<file path="src/design/rtphp_pkg.sv">
`timescale 1ns / 1ps

package rtphp_pkg;

    // Field widths of one result transaction
    localparam int unsigned BYTE_W   = 8;
    localparam int unsigned PTYPE_W  = 7;
    localparam int unsigned SEQ_W    = 16;
    localparam int unsigned WORD_W   = 32;
    localparam int unsigned CC_W     = 4;
    localparam int unsigned LEN_W    = 11;
    localparam int unsigned STATUS_W = 3;

    // Skip counter holds up to 4 * 65535 extension bytes
    localparam int unsigned SKIP_W   = 18;
    localparam int unsigned EXTLEN_W = 16;

    // Result kinds
    localparam logic KIND_PAYLOAD = 1'b0;
    localparam logic KIND_SUMMARY = 1'b1;

    // Packet status codes; priority after ok: short, too long, version, csrc, extension, padding
    localparam logic [STATUS_W-1:0] ST_OK        = 3'd0;
    localparam logic [STATUS_W-1:0] ST_SHORT     = 3'd1;
    localparam logic [STATUS_W-1:0] ST_VERSION   = 3'd2;
    localparam logic [STATUS_W-1:0] ST_CSRC      = 3'd3;
    localparam logic [STATUS_W-1:0] ST_EXTENSION = 3'd4;
    localparam logic [STATUS_W-1:0] ST_PADDING   = 3'd5;
    localparam logic [STATUS_W-1:0] ST_TOO_LONG  = 3'd6;

    // Only RTP version 2 is parsed
    localparam logic [1:0] RTP_VERSION = 2'd2;

    // Fixed header length in bytes
    localparam int unsigned FIXED_HDR_BYTES = 12;

    // Longest payload length that the output field can carry
    localparam int unsigned LEN_MAX = 2047;

    typedef struct packed {
        logic                kind;
        logic [BYTE_W-1:0]   payload_byte;
        logic                marker_bit;
        logic [PTYPE_W-1:0]  payload_kind;
        logic [SEQ_W-1:0]    sequence_number;
        logic [WORD_W-1:0]   media_timestamp;
        logic [WORD_W-1:0]   source_id;
        logic [CC_W-1:0]     contributor_count;
        logic [BYTE_W-1:0]   pad_count;
        logic [LEN_W-1:0]    payload_length;
        logic [STATUS_W-1:0] parse_status;
        logic                last_result;
    } result_t;

    // Up to two results produced by one input byte, first one first
    typedef struct packed {
        logic [1:0] count;
        result_t    first;
        result_t    second;
    } push_t;

endpackage

</file>
<file path="src/design/rtp_header_parser.sv">
`timescale 1ns / 1ps

// RTP header parser. Takes one packet byte per cycle while s_ready is high,
// with s_end_of_packet on the final byte, decodes the 12-byte fixed header,
// skips CSRC words and any header extension, and passes each later byte out
// as a candidate payload transaction. The final byte also yields a summary
// transaction carrying the header fields, pad count, payload length after
// padding removal and a status; downstream trims padding by the length and
// drops the payload on a nonzero status. Each byte is parsed in the cycle it
// is accepted and its results are registered into the result queue, whose
// head drives the m_ side. A final byte that is itself payload produces two
// transactions, which leave the four-entry result queue one at a time, so a
// packet with P payload bytes yields P + 1 transactions. s_ready drops when
// the queue holds three or more.
module rtp_header_parser #(
    parameter int unsigned MAX_PACKET_BYTES = 2048
) (
    input  logic         aclk,
    input  logic         aresetn,
    input  logic         s_valid,
    output logic         s_ready,
    input  logic [7:0]   s_data_byte,
    input  logic         s_end_of_packet,
    output logic         m_valid,
    input  logic         m_ready,
    output logic         m_result_kind,
    output logic [7:0]   m_payload_byte,
    output logic         m_marker_bit,
    output logic [6:0]   m_payload_kind,
    output logic [15:0]  m_sequence_number,
    output logic [31:0]  m_media_timestamp,
    output logic [31:0]  m_source_id,
    output logic [3:0]   m_contributor_count,
    output logic [7:0]   m_pad_count,
    output logic [10:0]  m_payload_length,
    output logic [2:0]   m_parse_status,
    output logic         m_last_result
);

    rtphp_pkg::push_t   push;
    rtphp_pkg::result_t head;
    logic               in_accept;
    logic               has_room;
    logic               not_empty;

    assign s_ready   = has_room;
    assign in_accept = s_valid && has_room;
    assign m_valid   = not_empty;

    rtphp_parser #(
        .MAX_PACKET_BYTES (MAX_PACKET_BYTES)
    ) u_parser (
        .aclk          (aclk),
        .aresetn       (aresetn),
        .in_accept     (in_accept),
        .data_byte     (s_data_byte),
        .end_of_packet (s_end_of_packet),
        .push          (push)
    );

    rtphp_out_queue u_out_queue (
        .aclk      (aclk),
        .aresetn   (aresetn),
        .push      (push),
        .pop       (not_empty && m_ready),
        .has_room  (has_room),
        .not_empty (not_empty),
        .head      (head)
    );

    // Drive the result transaction from the queue head
    assign m_result_kind       = head.kind;
    assign m_payload_byte      = head.payload_byte;
    assign m_marker_bit        = head.marker_bit;
    assign m_payload_kind      = head.payload_kind;
    assign m_sequence_number   = head.sequence_number;
    assign m_media_timestamp   = head.media_timestamp;
    assign m_source_id         = head.source_id;
    assign m_contributor_count = head.contributor_count;
    assign m_pad_count         = head.pad_count;
    assign m_payload_length    = head.payload_length;
    assign m_parse_status      = head.parse_status;
    assign m_last_result       = head.last_result;

endmodule

</file>
<file path="src/design/rtphp_parser.sv">
`timescale 1ns / 1ps

module rtphp_parser #(
    parameter int unsigned MAX_PACKET_BYTES = 2048
) (
    input  logic                  aclk,
    input  logic                  aresetn,
    input  logic                  in_accept,
    input  logic [7:0]            data_byte,
    input  logic                  end_of_packet,
    output rtphp_pkg::push_t      push
);

    localparam int unsigned POS_W = $clog2(MAX_PACKET_BYTES + 2);
    localparam logic [POS_W-1:0] MAX_POS = POS_W'(MAX_PACKET_BYTES);

    // Parse phases
    localparam logic [2:0] PH_FIXED   = 3'd0;
    localparam logic [2:0] PH_CSRC    = 3'd1;
    localparam logic [2:0] PH_EXTHDR  = 3'd2;
    localparam logic [2:0] PH_EXTBODY = 3'd3;
    localparam logic [2:0] PH_PAYLOAD = 3'd4;
    localparam logic [2:0] PH_DISCARD = 3'd5;

    logic [2:0]                          phase_reg, phase_next;
    logic [POS_W-1:0]                    pos_reg, pos_next;
    logic [rtphp_pkg::SKIP_W-1:0]        skip_reg, skip_next;
    logic [1:0]                          version_reg, version_next;
    logic                                padding_reg, padding_next;
    logic                                ext_reg, ext_next;
    logic [rtphp_pkg::CC_W-1:0]          csrc_reg, csrc_next;
    logic                                marker_reg, marker_next;
    logic [rtphp_pkg::PTYPE_W-1:0]       type_reg, type_next;
    logic [rtphp_pkg::SEQ_W-1:0]         seq_reg, seq_next;
    logic [rtphp_pkg::WORD_W-1:0]        ts_reg, ts_next;
    logic [rtphp_pkg::WORD_W-1:0]        src_reg, src_next;
    logic [rtphp_pkg::EXTLEN_W-1:0]      extlen_reg, extlen_next;
    logic [POS_W-1:0]                    cnt_reg, cnt_next;

    logic                                emit_payload;
    logic [rtphp_pkg::SKIP_W-1:0]        skip_dec;
    logic [rtphp_pkg::STATUS_W-1:0]      status;
    logic [7:0]                          pad;
    logic [POS_W-1:0]                    kept;
    rtphp_pkg::result_t                  pay_res;
    rtphp_pkg::result_t                  sum_res;

    assign skip_dec = (skip_reg != '0) ? skip_reg - 1'b1 : skip_reg;

    // Advance the parse state by one packet byte
    always_comb begin
        phase_next   = phase_reg;
        pos_next     = pos_reg;
        skip_next    = skip_reg;
        version_next = version_reg;
        padding_next = padding_reg;
        ext_next     = ext_reg;
        csrc_next    = csrc_reg;
        marker_next  = marker_reg;
        type_next    = type_reg;
        seq_next     = seq_reg;
        ts_next      = ts_reg;
        src_next     = src_reg;
        extlen_next  = extlen_reg;
        cnt_next     = cnt_reg;
        emit_payload = 1'b0;

        if (pos_reg >= MAX_POS) begin
            pos_next   = MAX_POS + 1'b1;
            phase_next = PH_DISCARD;
        end else begin
            pos_next = pos_reg + 1'b1;
            case (phase_reg)
                PH_FIXED: begin
                    if (pos_reg == '0) begin
                        version_next = data_byte[7:6];
                        padding_next = data_byte[5];
                        ext_next     = data_byte[4];
                        csrc_next    = data_byte[3:0];
                        marker_next  = 1'b0;
                        type_next    = '0;
                        seq_next     = '0;
                        ts_next      = '0;
                        src_next     = '0;
                        extlen_next  = '0;
                        if (data_byte[7:6] != rtphp_pkg::RTP_VERSION) begin
                            phase_next = PH_DISCARD;
                        end
                    end else if (pos_reg == POS_W'(1)) begin
                        marker_next = data_byte[7];
                        type_next   = data_byte[6:0];
                    end else if (pos_reg < POS_W'(4)) begin
                        seq_next = {seq_reg[7:0], data_byte};
                    end else if (pos_reg < POS_W'(8)) begin
                        ts_next = {ts_reg[23:0], data_byte};
                    end else begin
                        src_next = {src_reg[23:0], data_byte};
                        if (pos_reg >= POS_W'(11)) begin
                            if (csrc_reg != '0) begin
                                phase_next = PH_CSRC;
                                skip_next  = rtphp_pkg::SKIP_W'({csrc_reg, 2'b00});
                            end else if (ext_reg) begin
                                phase_next = PH_EXTHDR;
                                skip_next  = rtphp_pkg::SKIP_W'(4);
                            end else begin
                                phase_next = PH_PAYLOAD;
                            end
                        end
                    end
                end
                PH_CSRC: begin
                    skip_next = skip_dec;
                    if (skip_dec == '0) begin
                        if (ext_reg) begin
                            phase_next = PH_EXTHDR;
                            skip_next  = rtphp_pkg::SKIP_W'(4);
                        end else begin
                            phase_next = PH_PAYLOAD;
                        end
                    end
                end
                PH_EXTHDR: begin
                    // Last two bytes of the extension header give its word count
                    if (skip_reg <= rtphp_pkg::SKIP_W'(2)) begin
                        extlen_next = {extlen_reg[7:0], data_byte};
                    end
                    skip_next = skip_dec;
                    if (skip_dec == '0) begin
                        skip_next  = {extlen_next, 2'b00};
                        phase_next = (extlen_next != '0) ? PH_EXTBODY : PH_PAYLOAD;
                    end
                end
                PH_EXTBODY: begin
                    skip_next = skip_dec;
                    if (skip_dec == '0) begin
                        phase_next = PH_PAYLOAD;
                    end
                end
                PH_PAYLOAD: begin
                    emit_payload = 1'b1;
                    cnt_next     = cnt_reg + 1'b1;
                end
                default: begin
                end
            endcase
        end
    end

    // Grade the packet on its final byte
    always_comb begin
        status = rtphp_pkg::ST_OK;
        pad    = '0;
        if (32'(pos_next) < 32'(rtphp_pkg::FIXED_HDR_BYTES)) begin
            status = rtphp_pkg::ST_SHORT;
        end else if (pos_next > MAX_POS) begin
            status = rtphp_pkg::ST_TOO_LONG;
        end else if (version_next != rtphp_pkg::RTP_VERSION) begin
            status = rtphp_pkg::ST_VERSION;
        end else if (phase_next == PH_CSRC) begin
            status = rtphp_pkg::ST_CSRC;
        end else if (phase_next == PH_EXTHDR || phase_next == PH_EXTBODY) begin
            status = rtphp_pkg::ST_EXTENSION;
        end else if (padding_next && cnt_next != '0) begin
            pad = data_byte;
            if (32'(data_byte) > 32'(cnt_next)) begin
                status = rtphp_pkg::ST_PADDING;
            end
        end
    end

    assign kept = cnt_next - POS_W'(pad);

    // Build the payload and summary transactions
    always_comb begin
        pay_res              = '0;
        pay_res.kind         = rtphp_pkg::KIND_PAYLOAD;
        pay_res.payload_byte = data_byte;

        sum_res              = '0;
        sum_res.kind         = rtphp_pkg::KIND_SUMMARY;
        sum_res.parse_status = status;
        sum_res.last_result  = 1'b1;
        if (status == rtphp_pkg::ST_OK) begin
            sum_res.marker_bit        = marker_next;
            sum_res.payload_kind      = type_next;
            sum_res.sequence_number   = seq_next;
            sum_res.media_timestamp   = ts_next;
            sum_res.source_id         = src_next;
            sum_res.contributor_count = csrc_next;
            sum_res.pad_count         = pad;
            if (32'(kept) > 32'(rtphp_pkg::LEN_MAX)) begin
                sum_res.payload_length = rtphp_pkg::LEN_W'(rtphp_pkg::LEN_MAX);
            end else begin
                sum_res.payload_length = rtphp_pkg::LEN_W'(32'(kept));
            end
        end
    end

    // Order the results: payload byte first, summary second
    always_comb begin
        push.count  = 2'd0;
        push.first  = pay_res;
        push.second = sum_res;
        if (in_accept) begin
            if (emit_payload) begin
                push.count = end_of_packet ? 2'd2 : 2'd1;
            end else if (end_of_packet) begin
                push.count = 2'd1;
                push.first = sum_res;
            end
        end
    end

    // Hold the parse state; return per-packet state to idle after the final byte
    always_ff @(posedge aclk) begin
        if (!aresetn) begin
            phase_reg   <= PH_FIXED;
            pos_reg     <= '0;
            skip_reg    <= '0;
            version_reg <= '0;
            padding_reg <= 1'b0;
            ext_reg     <= 1'b0;
            csrc_reg    <= '0;
            marker_reg  <= 1'b0;
            type_reg    <= '0;
            seq_reg     <= '0;
            ts_reg      <= '0;
            src_reg     <= '0;
            extlen_reg  <= '0;
            cnt_reg     <= '0;
        end else if (in_accept) begin
            version_reg <= version_next;
            padding_reg <= padding_next;
            ext_reg     <= ext_next;
            csrc_reg    <= csrc_next;
            marker_reg  <= marker_next;
            type_reg    <= type_next;
            seq_reg     <= seq_next;
            ts_reg      <= ts_next;
            src_reg     <= src_next;
            extlen_reg  <= extlen_next;
            if (end_of_packet) begin
                phase_reg <= PH_FIXED;
                pos_reg   <= '0;
                skip_reg  <= '0;
                cnt_reg   <= '0;
            end else begin
                phase_reg <= phase_next;
                pos_reg   <= pos_next;
                skip_reg  <= skip_next;
                cnt_reg   <= cnt_next;
            end
        end
    end

endmodule

</file>
<file path="src/design/rtphp_out_queue.sv">
`timescale 1ns / 1ps

module rtphp_out_queue (
    input  logic                 aclk,
    input  logic                 aresetn,
    input  rtphp_pkg::push_t     push,
    input  logic                 pop,
    output logic                 has_room,
    output logic                 not_empty,
    output rtphp_pkg::result_t   head
);

    localparam int unsigned DEPTH = 4;
    localparam int unsigned PTR_W = $clog2(DEPTH);
    localparam int unsigned CNT_W = $clog2(DEPTH + 1);

    rtphp_pkg::result_t entry_reg [DEPTH];
    logic [PTR_W-1:0]   wptr_reg;
    logic [PTR_W-1:0]   rptr_reg;
    logic [CNT_W-1:0]   count_reg;
    logic [PTR_W-1:0]   wptr_plus1;

    assign wptr_plus1 = wptr_reg + 1'b1;

    // Leave room for the two transactions that one final byte can produce
    assign has_room  = count_reg <= CNT_W'(DEPTH - 2);
    assign not_empty = count_reg != '0;
    assign head      = entry_reg[rptr_reg];

    // Store incoming results
    always_ff @(posedge aclk) begin
        if (push.count != 2'd0) begin
            entry_reg[wptr_reg] <= push.first;
        end
        if (push.count == 2'd2) begin
            entry_reg[wptr_plus1] <= push.second;
        end
    end

    // Advance pointers and occupancy
    always_ff @(posedge aclk) begin
        if (!aresetn) begin
            wptr_reg  <= '0;
            rptr_reg  <= '0;
            count_reg <= '0;
        end else begin
            wptr_reg  <= wptr_reg + PTR_W'(push.count);
            rptr_reg  <= rptr_reg + PTR_W'(pop);
            count_reg <= count_reg + CNT_W'(push.count) - CNT_W'(pop);
        end
    end

endmodule
</file>
<file path="config.mk">
export PLATFORM = sky130hd
export DESIGN_NAME = rtp_header_parser
export DESIGN_NICKNAME = d
export VERILOG_FILES = /design/src/design/rtphp_pkg.sv /design/src/design/rtp_header_parser.sv /design/src/design/rtphp_parser.sv /design/src/design/rtphp_out_queue.sv
export SDC_FILE = /design/constraint.sdc
export NUM_CORES = 1
export LEC_CHECK = 0
export BUFFER_PORTS_ARGS = -buffer_cell sky130_fd_sc_hd__buf_2
export CORE_UTILIZATION = 45
export CTS_BUF_LIST = sky130_fd_sc_hd__clkbuf_8
export CTS_CLUSTER_DIAMETER = 150
export DETAILED_ROUTE_END_ITERATION = 12
export GPL_ROUTABILITY_DRIVEN = 0
export PLACE_DENSITY = 0.66
export SYNTH_ARGS = -nofsm -noshare
export SYNTH_HDL_FRONTEND = slang
export SYNTH_HIERARCHICAL = 1
export SYNTH_SLANG_ARGS = --single-unit
</file>
<file path="constraint.sdc">
create_clock -name aclk -period 13 [get_ports aclk]
set_input_delay 1.3 -clock aclk [delete_from_list [all_inputs] [get_ports aclk]]
set_output_delay 1.3 -clock aclk [all_outputs]
set_load 0.05 [all_outputs]
</file>
; ---- Word level (Yosys, flattened, before mapping)
; Memory sizes are Yosys's and may differ from the RTL's. A register that Yosys moved wholly into a read port is not among the register bits.
; Cells that the tools add are included.
[totals]
out_inout_bits = 126
in_bits = 13
word_cells = 176
memories = 1
ram_bits = 496
register_bits = 164
[mem_list]
columns = name, depth, word_bits, rd, rd_ports_with_merged_regs, write_ports, line
row1 = u_out_queue.entry_reg, 4, 124, 1, 1, 2, rtphp_out_queue.sv:17  ; rtphp_pkg::result_t entry_reg [DEPTH];
[op_classes]
n_addsub = 9
n_lt_le_gt_ge = 10
mux = 100
eq_ne = 19
bitwise = 1
reduce_logical = 19
[op_table]
columns = op, n
row1 = $mux W32, 12
row2 = $mux W18, 13
row3 = $mux W16, 9
row4 = $mux W126, 1
row5 = $mux W125, 1
row6 = $mux W124, 1
row7 = $mux W111, 1
row8 = $pmux W18 S4, 1
row9 = $mux W3, 21
row10 = $mux W12, 5
row11 = $mux W8, 6
row12 = $pmux W16 S2, 1
row13 = $mux W7, 4
row14 = $add A12 B1 Y12 const B, 2
row15 = $lt A12 B4 Y1 const B, 2
row16 = $le A18 B2 Y1 const B, 1
row17 = $logic_not A18 Y1, 1
row18 = $reduce_bool A18 Y1, 1
row19 = $sub A18 B1 Y18 const B, 1
row20 = $reduce_bool A16 Y1, 1
row21 = $mux W1, 13
row22 = $eq A12 B1 Y1 const B, 1
row23 = $eq A3 B2 Y1 const B, 4
row24 = $ge A12 B12 Y1 const B, 1
row25 = other kinds (36), 54

; ---- Longest topological paths before layout
; Gate-level depths: netlist (run 1).
[logic_depth]
ltp_word = 26
ltp_mapped = 27
depth_no_buf = 26

; ---- Hierarchy
; Netlist (run 1), hierarchy kept.
[by_module_without_submodules]
columns = module, n_inst, cells_each, area_per_inst_um2, seq_area_each_um2
row1 = rtphp_out_queue, 1, 1242, 24185.7, 15034.4
row2 = rtphp_parser, 1, 1441, 10807.9, 3143.0
row3 = rtp_header_parser, 1, 2, 12.5, 0.0

; ---- Worst setup path after synthesis (run 1)
; No wires, ideal clock.
[synth_path]
path_kind = input-to-reg
start = input port s_valid
end = memory u_out_queue/entry_reg[0][0] in the netlist's numbering (enable)
path_stages = 8
setup_ns = 0.790
t_required_ns = 12.210
path_slack_ns = 0.271
t_arrival_ns = 11.939
n_path_buf = 3
path_cell_list = and2_1 > clkbuf_1 > clkinv_1 > clkbuf_1 > buf_1 > nor2_1 > nor2_1 > o31ai_1
[synth_lines]
columns = element, line
row1 = start: declaration, rtp_header_parser.sv:20  ; input logic s_valid,
row2 = end: declaration, rtphp_out_queue.sv:17

==> metrics.yaml, run 1 <==
status: "finished clean"
synth_top_area_share_pct: 42.55
clock_latency_ps: 710
ios: 139
crit_top_cell: "o21ai_0"
grt.overflow.total: 0
cts_setup_buffers: 0
synth_flop_cell: "edfxtp_1"
hold_class: "reg -> reg"
ys_seq_elements: 660
report.final.slew_viol_count: 0
netlist_area_um2: 35010
core_area_um2: 76450
hold_viol_final: 0
holdPathEnd: "u_parser/version_reg[0]"
max_stage_delay_ps: 710
firstDrtPassIters: 6
crit_path_start_kind: "register"
worstSetupEndpointType: "register"
cts_resized: 0
clkSinkCount: 660
yosys_warnings: 6
min_from: "u_parser/version_reg[0]"
synth-xor-area-share_pct: 0.8042
synth.top_cells.by_area: "edfxtp_1 (43%), mux2_2 (14%), dfxtp_1 (9.4%)"
regToRegSetupSlack_ps: 5800
cts-root-buf: "clkbuf_8"
yosysSeqAreaShare_pct: 51.93
layout-drive-gt1-share_pct: 32.07
rows: 101
clk_pin_slew_ps: 60
die_h_um: 280.9
cts_inserted_buffers: 110
min_path_cells: 2
vias: 22940
setup_slack_ps: 5803
rsz0062_at_grt: "false"
synth_compound_area_share_pct: 5.458
tns_ps: 0
relSlewSlack_pct: 14.90
drv_cap: 0
fin_worst_skew_ps: 27.24
drc: 0
peakVddDrop_mv: 0.08982
nets: 2817
postCtsHoldBufs: 0
r2r-end: "u_out_queue/entry_reg[1][14]"
fillers: 6607
area_growth_pct: 10.01
grt_max_degree: 125
worst_pin_slew_ps: 1272
crit_arrival_ps: 7770
crit_type: "reg -> reg"
io_buffers: 138
synth_top_area_cell: "edfxtp_1"
dp_hpwl_mm: 53.79
grt.total_usage_pct: 22.90
antenna_found_initial: 3
async_flop_share_pct: 0
ctsHtreeMaxLevel: 3
synth_cells: 2685
syn_avg_cell_area_um2: 13.04
pwr-share-clk_pct: 29.8
path_cells: "inv_1 > ha_1 > nor2b_1 > o21ai_0 > a2111oi_1 > o2111ai_1 > nor4_4 > a31oi_1 > or3_1 > o21ai_2 > and2_1 > nand3_1 > ha_1 > nor2b_1 > o21ai_0 > a21boi_0 > nor3_1 > o21ai_0 > a211oi_1 > nand3_1 > xor2_1 > nor2_1 > nor2_1 > mux2_2"
die_w_um: 280.9
clock.fmax_mhz: 139.0
ff2ff_path_depth: 24
dp_slack_ps: 5875
die_area_um2: 78910
synth-simple-area-share_pct: 9.954
cp.required_ps: 13570
critPathSlowestCell: "xor2_1"
post-route-period-util_pct: 55.36
fin_cells: 3897
post_drt_wl_per_cell_um: 23.28
period_minus_slack_ps: 7197
pwr-share-comb_pct: 29.0
cp_max_fo: 15
wl_mm: 90.71
largest_reg_flops: 496
switchingPower_w: 0.002117
cp_top_family: "simple AND/OR/NAND/NOR gates"
crit-reg2reg-launch: "u_parser/skip_reg[0]"
synth_edf_count: 496
viasPerCell: 5.885
ant_nets: 0
drt-initial-drc-count: 1998
synth_top_family_by_area: "multiplexers"
grt_pass1_vias: 23700
clk_path_buf_depth: 3
p_seq_share_pct: 41.3
setup_viol: 0
synth_cell_types: 75
cts_tree: "built"
power.internal_w: 0.003816
p_sw_share_pct: 35.68
start_util_pct: 45.79
placed_cells: 3690
pwr_density_cell_nw_per_um2: 154.0
synth.area.mux_share_pct: 27.18
p_leak_nw: 13.62
cp_num_buf_inv: 1
grt_pass1_wl_mm: 138.7
synthAdderAreaFrac_pct: 1.187
## cells in the final DEF, fill, tap and decap left out, drive strengths merged, types with 22 or more instances in the layout
master,Yosys,routed
a21oi,35,35
a22oi,112,112
buf,103,177
clkbuf,107,121
clkinv,1,22
dfxtp,164,164
edfxtp,496,496
ha,30,30
inv,36,93
mux2,501,501
mux2i,108,108
mux4,124,124
nand2,68,68
nand3,42,42
nor2,304,304
nor2b,143,143
nor3,26,26
nor4,23,23
o21ai,46,46
## metal layers
metal	track usage [%]	part of all wire [%]
met5	0	0.0088
met3	3.425	5.9
met1	29.96	43
met4	6.992	2.2
met2	39.06	49
## power groups by stage
| stage | Clock [W] | Combinational [W] | Sequential [W] |
|---|---|---|---|
| 2_1_floorplan | 0 | 0.00133 | 0.00248 |
| 6_report | 0.00176 | 0.00172 | 0.00245 |
| 5_1_grt | 0.00190 | 0.00181 | 0.00246 |
| 4_1_cts | 0.00181 | 0.00174 | 0.00245 |
| 3_3_place_gp | 0 | 0.00174 | 0.00249 |
| 3_5_place_dp | 0 | 0.00174 | 0.00249 |
## tightest hold or removal path, cell delays in order, from the launching register on
cell and delay [ps]:
dfxtp_1 310, nand2_1 50, a21boi_0 60
## how the worst max path moves through the flow
stage | end | slack [ps] | cells after the start | from
after floorplan | u_out_queue/entry_reg[0][0] | 270 | 8 | s_valid
after global placement | u_out_queue/entry_reg[1][10] | 6080 | 22 | s_data_byte[4]
after detailed placement | u_out_queue/entry_reg[1][14] | 5870 | 22 | s_data_byte[4]
after CTS | u_out_queue/entry_reg[1][14] | 6000 | 24 | u_parser/skip_reg[0]
after global routing | u_out_queue/entry_reg[1][14] | 5230 | 24 | u_parser/skip_reg[0]
final | u_out_queue/entry_reg[1][14] | 5800 | 24 | u_parser/skip_reg[0]
## cells by family after synthesis
logic type                 Yosys count
muxes                              733
DFF                                660
AOI/OAI and AO/OA                  277
adders and majority gates           32
and+or+nand+nor                    705
buffers and inverters              247
other                                2
xor gates and xnor gates            29
## layout make-up
cell class / instances / area [um^2] / area share [%]
Clock inverter: 85 / 455.4 / 1.183
Multi-Input combinational cell: 1786 / 15780 / 40.96
Sequential cell: 660 / 18180 / 47.22
Clock buffer: 121 / 1665 / 4.325
Inverter: 37 / 138.9 / 0.3606
Tap cell: 1030 / 1289 / 3.347
Antenna cell: 1 / 2.502 / 0.006498
Timing Repair Buffer: 177 / 998.5 / 2.593
## cells in the mapped netlist (14+ instances only)
master,count
inv_1,36
nand4_1,17
buf_4,36
nor4_1,21
mux2_2,441
o21ai_0,42
and2_1,20
dfxtp_1,164
mux4_2,124
clkbuf_1,107
mux2_1,60
a21oi_1,35
nand2_1,68
nor2b_1,143
edfxtp_1,496
nor3_1,26
xnor2_1,14
buf_2,49
nor2_1,304
nand3_1,41
mux2i_1,108
ha_1,30
a22oi_1,112
o21a_1,16
## per-stage QoR
step                hold slack [ps]  util, %  area [um^2]  power (W)
floorplan                     438.6        -        35040   0.003803
global placement              456.7    47.59        36390   0.004221
detailed placement            462.2    47.59        36390   0.004235
CTS                           469.6    50.37        38510   0.006000
global route                  501.7    50.37        38510   0.006166
finish                        473.8    50.37        38510   0.005932
Note: power is estimated with default switching activity, not from simulation.
==> inputs of run 2 (changes only) <==
- PLACE_DENSITY: 0.66 -> 0.63
- clock period: 13 -> 7.4 ns (I/O delays scaled with it)
==> run 2 against run 1 <==
Net effect:
- critical path depth shrank 1
- sequential power rose by 75%
- clock skew is 11 ps higher
- via count is 0.28% lower
- register-to-register slack worse by 5200 ps
- routed wire length up 0.75%
- cell count up 0.26%
- first-iteration DRC count decreased by 8.6%
- largest power group unchanged
==> metrics.yaml, run 2 (synthesis gave the netlist of run 1 again) <==
hold_class: "reg -> reg"  # unchanged
seq_area_um2: 18180  # unchanged
start_util_pct: 45.79  # unchanged
cts_resized: 0  # unchanged
nets: 2824  # was 2,817
postCtsHoldBufs: 0  # unchanged
critPathSlowestCell: "o31ai_1"  # was xor2_1
cp_num_buf_inv: 1  # unchanged
rows: 101  # unchanged
vias: 22870  # was 22,940
clk_path_buf_depth: 3  # unchanged
dp_hpwl_mm: 51.33  # was 53.79 mm
die_area_um2: 78910  # unchanged
grt_max_degree: 126  # was 125
drv_cap: 0  # unchanged
fillers: 6551  # was 6,607
wl_mm: 91.38  # was 90.71 mm
post_drt_wl_per_cell_um: 23.39  # was 23.28 um
cp_top_family: "simple AND/OR/NAND/NOR gates"  # unchanged
multi_input_area_um2: 15760  # was 15,780 um^2
clock_latency_ps: 730  # was 710 ps
crit_path_start_kind: "register"  # unchanged
relSlewSlack_pct: 11.68  # was 14.90%
worstSetupEndpointType: "register"  # unchanged
crit_top_cell: "nor2_1"  # was o21ai_0
place_area_um2: 36510  # was 36,390 um^2
final_design_area_no_fill_um2: 38700  # was 38,510 um^2
final_cell_mix: "edfxtp_1 (496), mux2_2 (441), nor2_1 (302)"  # unchanged
final_common_cell: "edfxtp_1"  # unchanged
die_w_um: 280.9  # unchanged
firstDrtPassIters: 6  # unchanged
path_cells: "nor3_1 > nand4_1 > nor2_1 > nor2_1 > o31ai_1 > a31oi_1 > or3_1 > o21ai_2 > and2_1 > nand3_1 > ha_1 > nor2b_1 > o21ai_0 > a21boi_0 > nor3_1 > o21ai_0 > a211oi_1 > nand3_1 > xor2_1 > buf_4 > nor2_1 > nor2_1 > mux2_2"  # was inv_1 > ha_1 > nor2b_1 > o21ai_0 > a2111oi_1 > o2111ai_1 > nor4_4 > a31oi_1 > or3_1 > o21ai_2 > and2_1 > nand3_1 > ha_1 > nor2b_1 > o21ai_0 > a21boi_0 > nor3_1 > o21ai_0 > a211oi_1 > nand3_1 > xor2_1 > nor2_1 > nor2_1 > mux2_2
final_core_util_pct: 50.62  # was 50.37%
grt_pass1_vias: 23640  # was 23,700
die_h_um: 280.9  # unchanged
cts-root-buf: "clkbuf_8"  # unchanged
hold_viol_final: 0  # unchanged
clkSinkCount: 660  # unchanged
clk_pin_slew_ps: 70  # was 60 ps
drc: 0  # unchanged
core_area_um2: 76450  # unchanged
pwr_density_cell_nw_per_um2: 270.4  # was 154.0 nW/um^2
grt_pass1_wl_mm: 139.0  # was 138.7 mm
setup_viol: 0  # unchanged
cp_max_fo: 10  # was 15
antenna_found_initial: 4  # was 3
io_buffers: 138  # unchanged
cts_setup_buffers: 0  # unchanged
cts_inserted_buffers: 111  # was 110
status: "finished clean"  # unchanged
ctsHtreeMaxLevel: 3  # unchanged
crit_arrival_ps: 7240  # was 7770 ps
p_leak_nw: 13.66  # was 13.62 nW
ant_nets: 0  # unchanged
post-route-period-util_pct: 91.78  # was 55.36%
clock.fmax_mhz: 147.2  # was 139.0 MHz
drt-initial-drc-count: 1827  # was 1,998
rsz0062_at_grt: "false"  # unchanged
area_growth_pct: 10.56  # was 10.01%
fin_worst_skew_ps: 38.48  # was 27.24 ps
max_stage_delay_ps: 730  # was 710 ps
grt.overflow.total: 0  # unchanged
cts_tree: "built"  # unchanged
cp.required_ps: 7850  # was 13,570 ps
viasPerCell: 5.854  # was 5.885
worst_pin_slew_ps: 1325  # was 1272 ps
crit_type: "reg -> reg"  # unchanged
grt.total_usage_pct: 23.09  # was 22.90%
ios: 139  # unchanged
regToRegSetupSlack_ps: 610  # was 5800 ps
peakVddDrop_mv: 0.2186  # was 0.08982 mV
layout-drive-gt1-share_pct: 32.48  # was 32.07%
report.final.slew_viol_count: 0  # unchanged
whs_ps: 470.2  # was 473.8 ps
period_minus_slack_ps: 6792  # was 7197 ps
largest_reg_flops: 496  # unchanged
-- run 2: changes by cell type in the layout (fill, tap and decap cells not counted), moves of 4 or more --
cell       delta
buf_12        +7
clkbuf_8     +13
clkinv_1      +7
bufinv_16     -4
inv_1        -14
-- run 2: final cells by class --
type                            count  area share [%]
Multi-Input combinational cell   1786           40.72
Clock buffer                      134           4.765
Antenna cell                        1        0.006466
Timing Repair Buffer              183           2.923
Tap cell                         1030           3.330
Sequential cell                   660           46.99
Clock inverter                     76          0.9052
Inverter                           37          0.3589
-- run 2: power breakdown --
| part | switching, W | internal [W] | total [W] |
|---|---|---|---|
| logic | 0.00212 | 0.000897 | 0.00302 |
| clock network | 0.00151 | 0.00164 | 0.00315 |
| registers | 0.000112 | 0.00418 | 0.00429 |
-- run 2: metrics by stage --
| stage | setup TNS, ps | setup slack, ps | power [W] | std cells |
|---|---|---|---|---|
| 6_report | 0 | 608.4 | 0.01046 | 3907 |
| 5_1_grt | 0 | 62.69 | 0.01087 | 3907 |
| 4_1_cts | 0 | 765.5 | 0.01059 | 3906 |
| 3_5_place_dp | 0 | 791.9 | 0.007427 | 3696 |
| 3_3_place_gp | 0 | 984.8 | 0.007408 | 3696 |
| 2_1_floorplan | -173330 | -1398 | 0.006654 | 2693 |
-- run 2: path summary, 6_finish.rpt --
check | from | end | cells past startpoint
hold reg to reg | u_parser/padding_reg | u_parser/padding_reg | 2
setup reg to reg | u_parser/skip_reg[12] | u_out_queue/entry_reg[0][9] | 23
setup / recovery | u_parser/skip_reg[12] | u_out_queue/entry_reg[0][9] | 23
hold / removal | u_parser/padding_reg | u_parser/padding_reg | 2
-- run 2: routing by layer --
metal / track usage [%] / wire length, um / up-vias
li1: - / - / 10380
met2: 39.25 / 45260 / 760
met5: 0 / 34 / -
met1: 29.98 / 38310 / 11580
met4: 7.916 / 2249 / 6
met3: 3.475 / 5527 / 153
-- run 2: worst register-to-register path, cell delays in order, from the launching register on --
cell,delay (ps)
dfxtp_1,410
nor3_1,450
nand4_1,280
nor2_1,350
nor2_1,100
o31ai_1,730
a31oi_1,280
or3_1,480
o21ai_2,250
and2_1,370
nand3_1,200
ha_1,320
nor2b_1,130
o21ai_0,180
a21boi_0,160
nor3_1,210
o21ai_0,170
a211oi_1,350
nand3_1,150
xor2_1,170
buf_4,190
nor2_1,170
nor2_1,100
mux2_2,320
==> inputs of run 3 (changes only) <==
- CORE_MARGIN: not set -> 2
- CTS_BUF_LIST: sky130_fd_sc_hd__clkbuf_8 -> sky130_fd_sc_hd__clkbuf_4 sky130_fd_sc_hd__clkbuf_8
==> run 3 against run 2 <==
Net effect:
- clock-buffer cell count increased by 47
- critical path depth unchanged
- sequential power about the same
- die area increased by 1.4%
- fmax decreased by 0.72%
- sequential share of layout area decreased by 0.19 points
- register-to-register slack got worse by 50 ps
- first-iteration DRC count increased by 5.1%
- core utilization decreased by 0.30 points
- clock skew decreased by 7.7 ps
- critical endpoint is now u_out_queue/entry_reg[3][8]
- largest cell class unchanged
- largest power group unchanged
==> metrics.yaml, run 3 (synthesis gave the netlist of run 1 again) <==
cp_num_buf_inv: 1  # unchanged
setup_viol: 0  # unchanged
rsz0062_at_grt: "false"  # unchanged
layout-drive-gt1-share_pct: 34.23  # was 32.48%
placed_cells: 3708  # was 3,696
crit_arrival_ps: 7300  # was 7240 ps
ff2ff_path_depth: 23  # unchanged
p_leak_nw: 13.65  # was 13.66 nW
final_design_area_no_fill_um2: 38860  # was 38,700 um^2
grt.overflow.total: 0  # unchanged
path_cells: "nor4_2 > nand4_1 > nor2_1 > nor2_1 > o31ai_1 > a31oi_1 > or3_1 > o21ai_2 > and2_1 > nand3_1 > ha_1 > nor2b_1 > o21ai_0 > a21boi_0 > nor3_1 > o21ai_0 > a211oi_1 > nand3_1 > xor2_1 > buf_4 > nor2_1 > nor2_1 > mux2_2"  # was nor3_1 > nand4_1 > nor2_1 > nor2_1 > o31ai_1 > a31oi_1 > or3_1 > o21ai_2 > and2_1 > nand3_1 > ha_1 > nor2b_1 > o21ai_0 > a21boi_0 > nor3_1 > o21ai_0 > a211oi_1 > nand3_1 > xor2_1 > buf_4 > nor2_1 > nor2_1 > mux2_2
wl_mm: 90.82  # was 91.38 mm
postCtsHoldBufs: 0  # unchanged
post_drt_wl_per_cell_um: 23.16  # was 23.39 um
area_growth_pct: 11.00  # was 10.56%
worst_pin_slew_ps: 1279  # was 1325 ps
clkSinkCount: 660  # unchanged
nets: 2826  # was 2,824
pwr_density_cell_nw_per_um2: 274.0  # was 270.4 nW/um^2
cts_setup_buffers: 0  # unchanged
drc: 0  # unchanged
crit_type: "reg -> reg"  # unchanged
dp_hpwl_mm: 50.83  # was 51.33 mm
final_cell_mix: "edfxtp_1 (496), mux2_2 (441), nor2_1 (302)"  # unchanged
top_layer: "met5"  # unchanged
min_from: "u_parser/padding_reg"  # unchanged
r2r-end: "u_out_queue/entry_reg[3][8]"  # was u_out_queue/entry_reg[0][9]
cp_top_family: "simple AND/OR/NAND/NOR gates"  # unchanged
core_area_um2: 77210  # was 76,450 um^2
final_common_cell: "edfxtp_1"  # unchanged
fillers: 6604  # was 6,551
cp_max_fo: 10  # unchanged
status: "finished clean"  # unchanged
clk_pin_slew_ps: 60  # was 70 ps
worstSetupEndpointType: "register"  # unchanged
grt_max_degree: 125  # was 126
relSlewSlack_pct: 14.71  # was 11.68%
ctsHtreeMaxLevel: 3  # unchanged
clock.fmax_mhz: 146.2  # was 147.2 MHz
hold_viol_final: 0  # unchanged
post-route-period-util_pct: 92.45  # was 91.78%
clk_path_buf_depth: 3  # unchanged
crit-reg2reg-launch: "u_parser/skip_reg[6]"  # was u_parser/skip_reg[12]
ant_nets: 0  # unchanged
cts-root-buf: "clkbuf_8"  # unchanged
hold_class: "reg -> reg"  # unchanged
cts_resized: 0  # unchanged
clock_latency_ps: 720  # was 730 ps
final_core_util_pct: 50.32  # was 50.62%
critPathSlowestCell: "o31ai_1"  # unchanged
die_w_um: 282.9  # was 280.9 um
grt.total_usage_pct: 22.19  # was 23.09%
wl_met1_mm: 38.77  # was 38.31 mm
cp.required_ps: 7860  # was 7850 ps
max_stage_delay_ps: 750  # was 730 ps
seq_area_um2: 18180  # unchanged
viasPerCell: 5.853  # was 5.854
wl_met2_mm: 44.60  # was 45.26 mm
io_buffers: 138  # unchanged
regToRegSetupSlack_ps: 560  # was 610 ps
multi_input_area_um2: 15760  # unchanged
drt-initial-drc-count: 1920  # was 1,827
vias: 22950  # was 22,870
largest_reg_flops: 496  # unchanged
ios: 139  # unchanged
start_util_pct: 45.34  # was 45.79%
drv_cap: 0  # unchanged
rows: 102  # was 101
peakVddDrop_mv: 0.2573  # was 0.2186 mV
tns_ps: 0  # unchanged
die_h_um: 282.9  # was 280.9 um
grt_pass1_wl_mm: 138.7  # was 139.0 mm
period_minus_slack_ps: 6841  # was 6792 ps
dr_wl_met3_mm: 4.961  # was 5.527 mm
crit_top_cell: "nor2_1"  # unchanged
fin_worst_skew_ps: 30.81  # was 38.48 ps
cts_tree: "built"  # unchanged
crit_path_start_kind: "register"  # unchanged
report.final.slew_viol_count: 0  # unchanged
holdPathEnd: "u_parser/padding_reg"  # unchanged
firstDrtPassIters: 6  # unchanged
die_area_um2: 80040  # was 78,910 um^2
cts_inserted_buffers: 111  # unchanged
fin_cells: 3921  # was 3,907
antenna_found_initial: 5  # was 4
place_area_um2: 36530  # was 36,510 um^2
min_path_cells: 2  # unchanged
grt_pass1_vias: 23790  # was 23,640
[run 3: cell types whose count changed in the layout (fill, tap and decap cells not counted), sizes merged, moves of 2 or more]
cell / delta
clkbuf: +47
inv: -42
clkinv: -7
buf: +2
diode: +2
[run 3: through the flow]
stage,power [W],hold WS [ps],setup slack (ps)
floorplan,0.006654,438.6,-1398
global placement,0.007387,456.7,960.5
detailed placement,0.007419,464.4,803.0
CTS,0.01078,413.2,737.0
global route,0.01105,460.7,95.24
finish,0.01065,473.6,559.0
[run 3: cell type report]
cell class	count	area share, %
tap	1040	3.349
timing repair buffer	185	2.950
multi-input combinational	1786	40.56
inverter	37	0.3574
sequential	660	46.80
antenna	3	0.01932
clock inverter	29	0.4347
clock buffer	181	5.526
[run 3: worst min-delay path, delay by kind of cell, from the launching register on]
family	cells	cell delay, ps
and+or+nand+nor	1	50
DFF	1	310
AOI/OAI and AO/OA	1	60
[run 3: power by group]
| part | switching (W) | leakage [nW] | total, W | internal [W] |
|---|---|---|---|---|
| registers | 0.000107 | 5.65 | 0.00429 | 0.00418 |
| logic | 0.00212 | 6.75 | 0.00301 | 0.000897 |
| clock network | 0.00148 | 1.25 | 0.00335 | 0.00186 |
[run 3: how the worst max path moves through the flow]
stage / from / to / slack [ps] / cells past startpoint
2_1_floorplan: u_out_queue/count_reg[0] / u_out_queue/entry_reg[0][0] / -1400 / 9
3_3_place_gp: u_parser/skip_reg[0] / u_out_queue/entry_reg[0][6] / 960 / 25
3_5_place_dp: u_parser/skip_reg[0] / u_out_queue/entry_reg[2][6] / 800 / 25
4_1_cts: u_parser/skip_reg[0] / u_out_queue/entry_reg[2][6] / 740 / 25
5_1_grt: u_parser/skip_reg[6] / u_out_queue/entry_reg[2][7] / 100 / 23
6_report: u_parser/skip_reg[6] / u_out_queue/entry_reg[3][8] / 560 / 23
[run 3: per-layer routing]
metal	up-vias	GRT usage, %
li1	10380	-
met1	11620	29.01
met2	765	37.48
met3	176	3.583
met4	6	7.660
met5	-	0
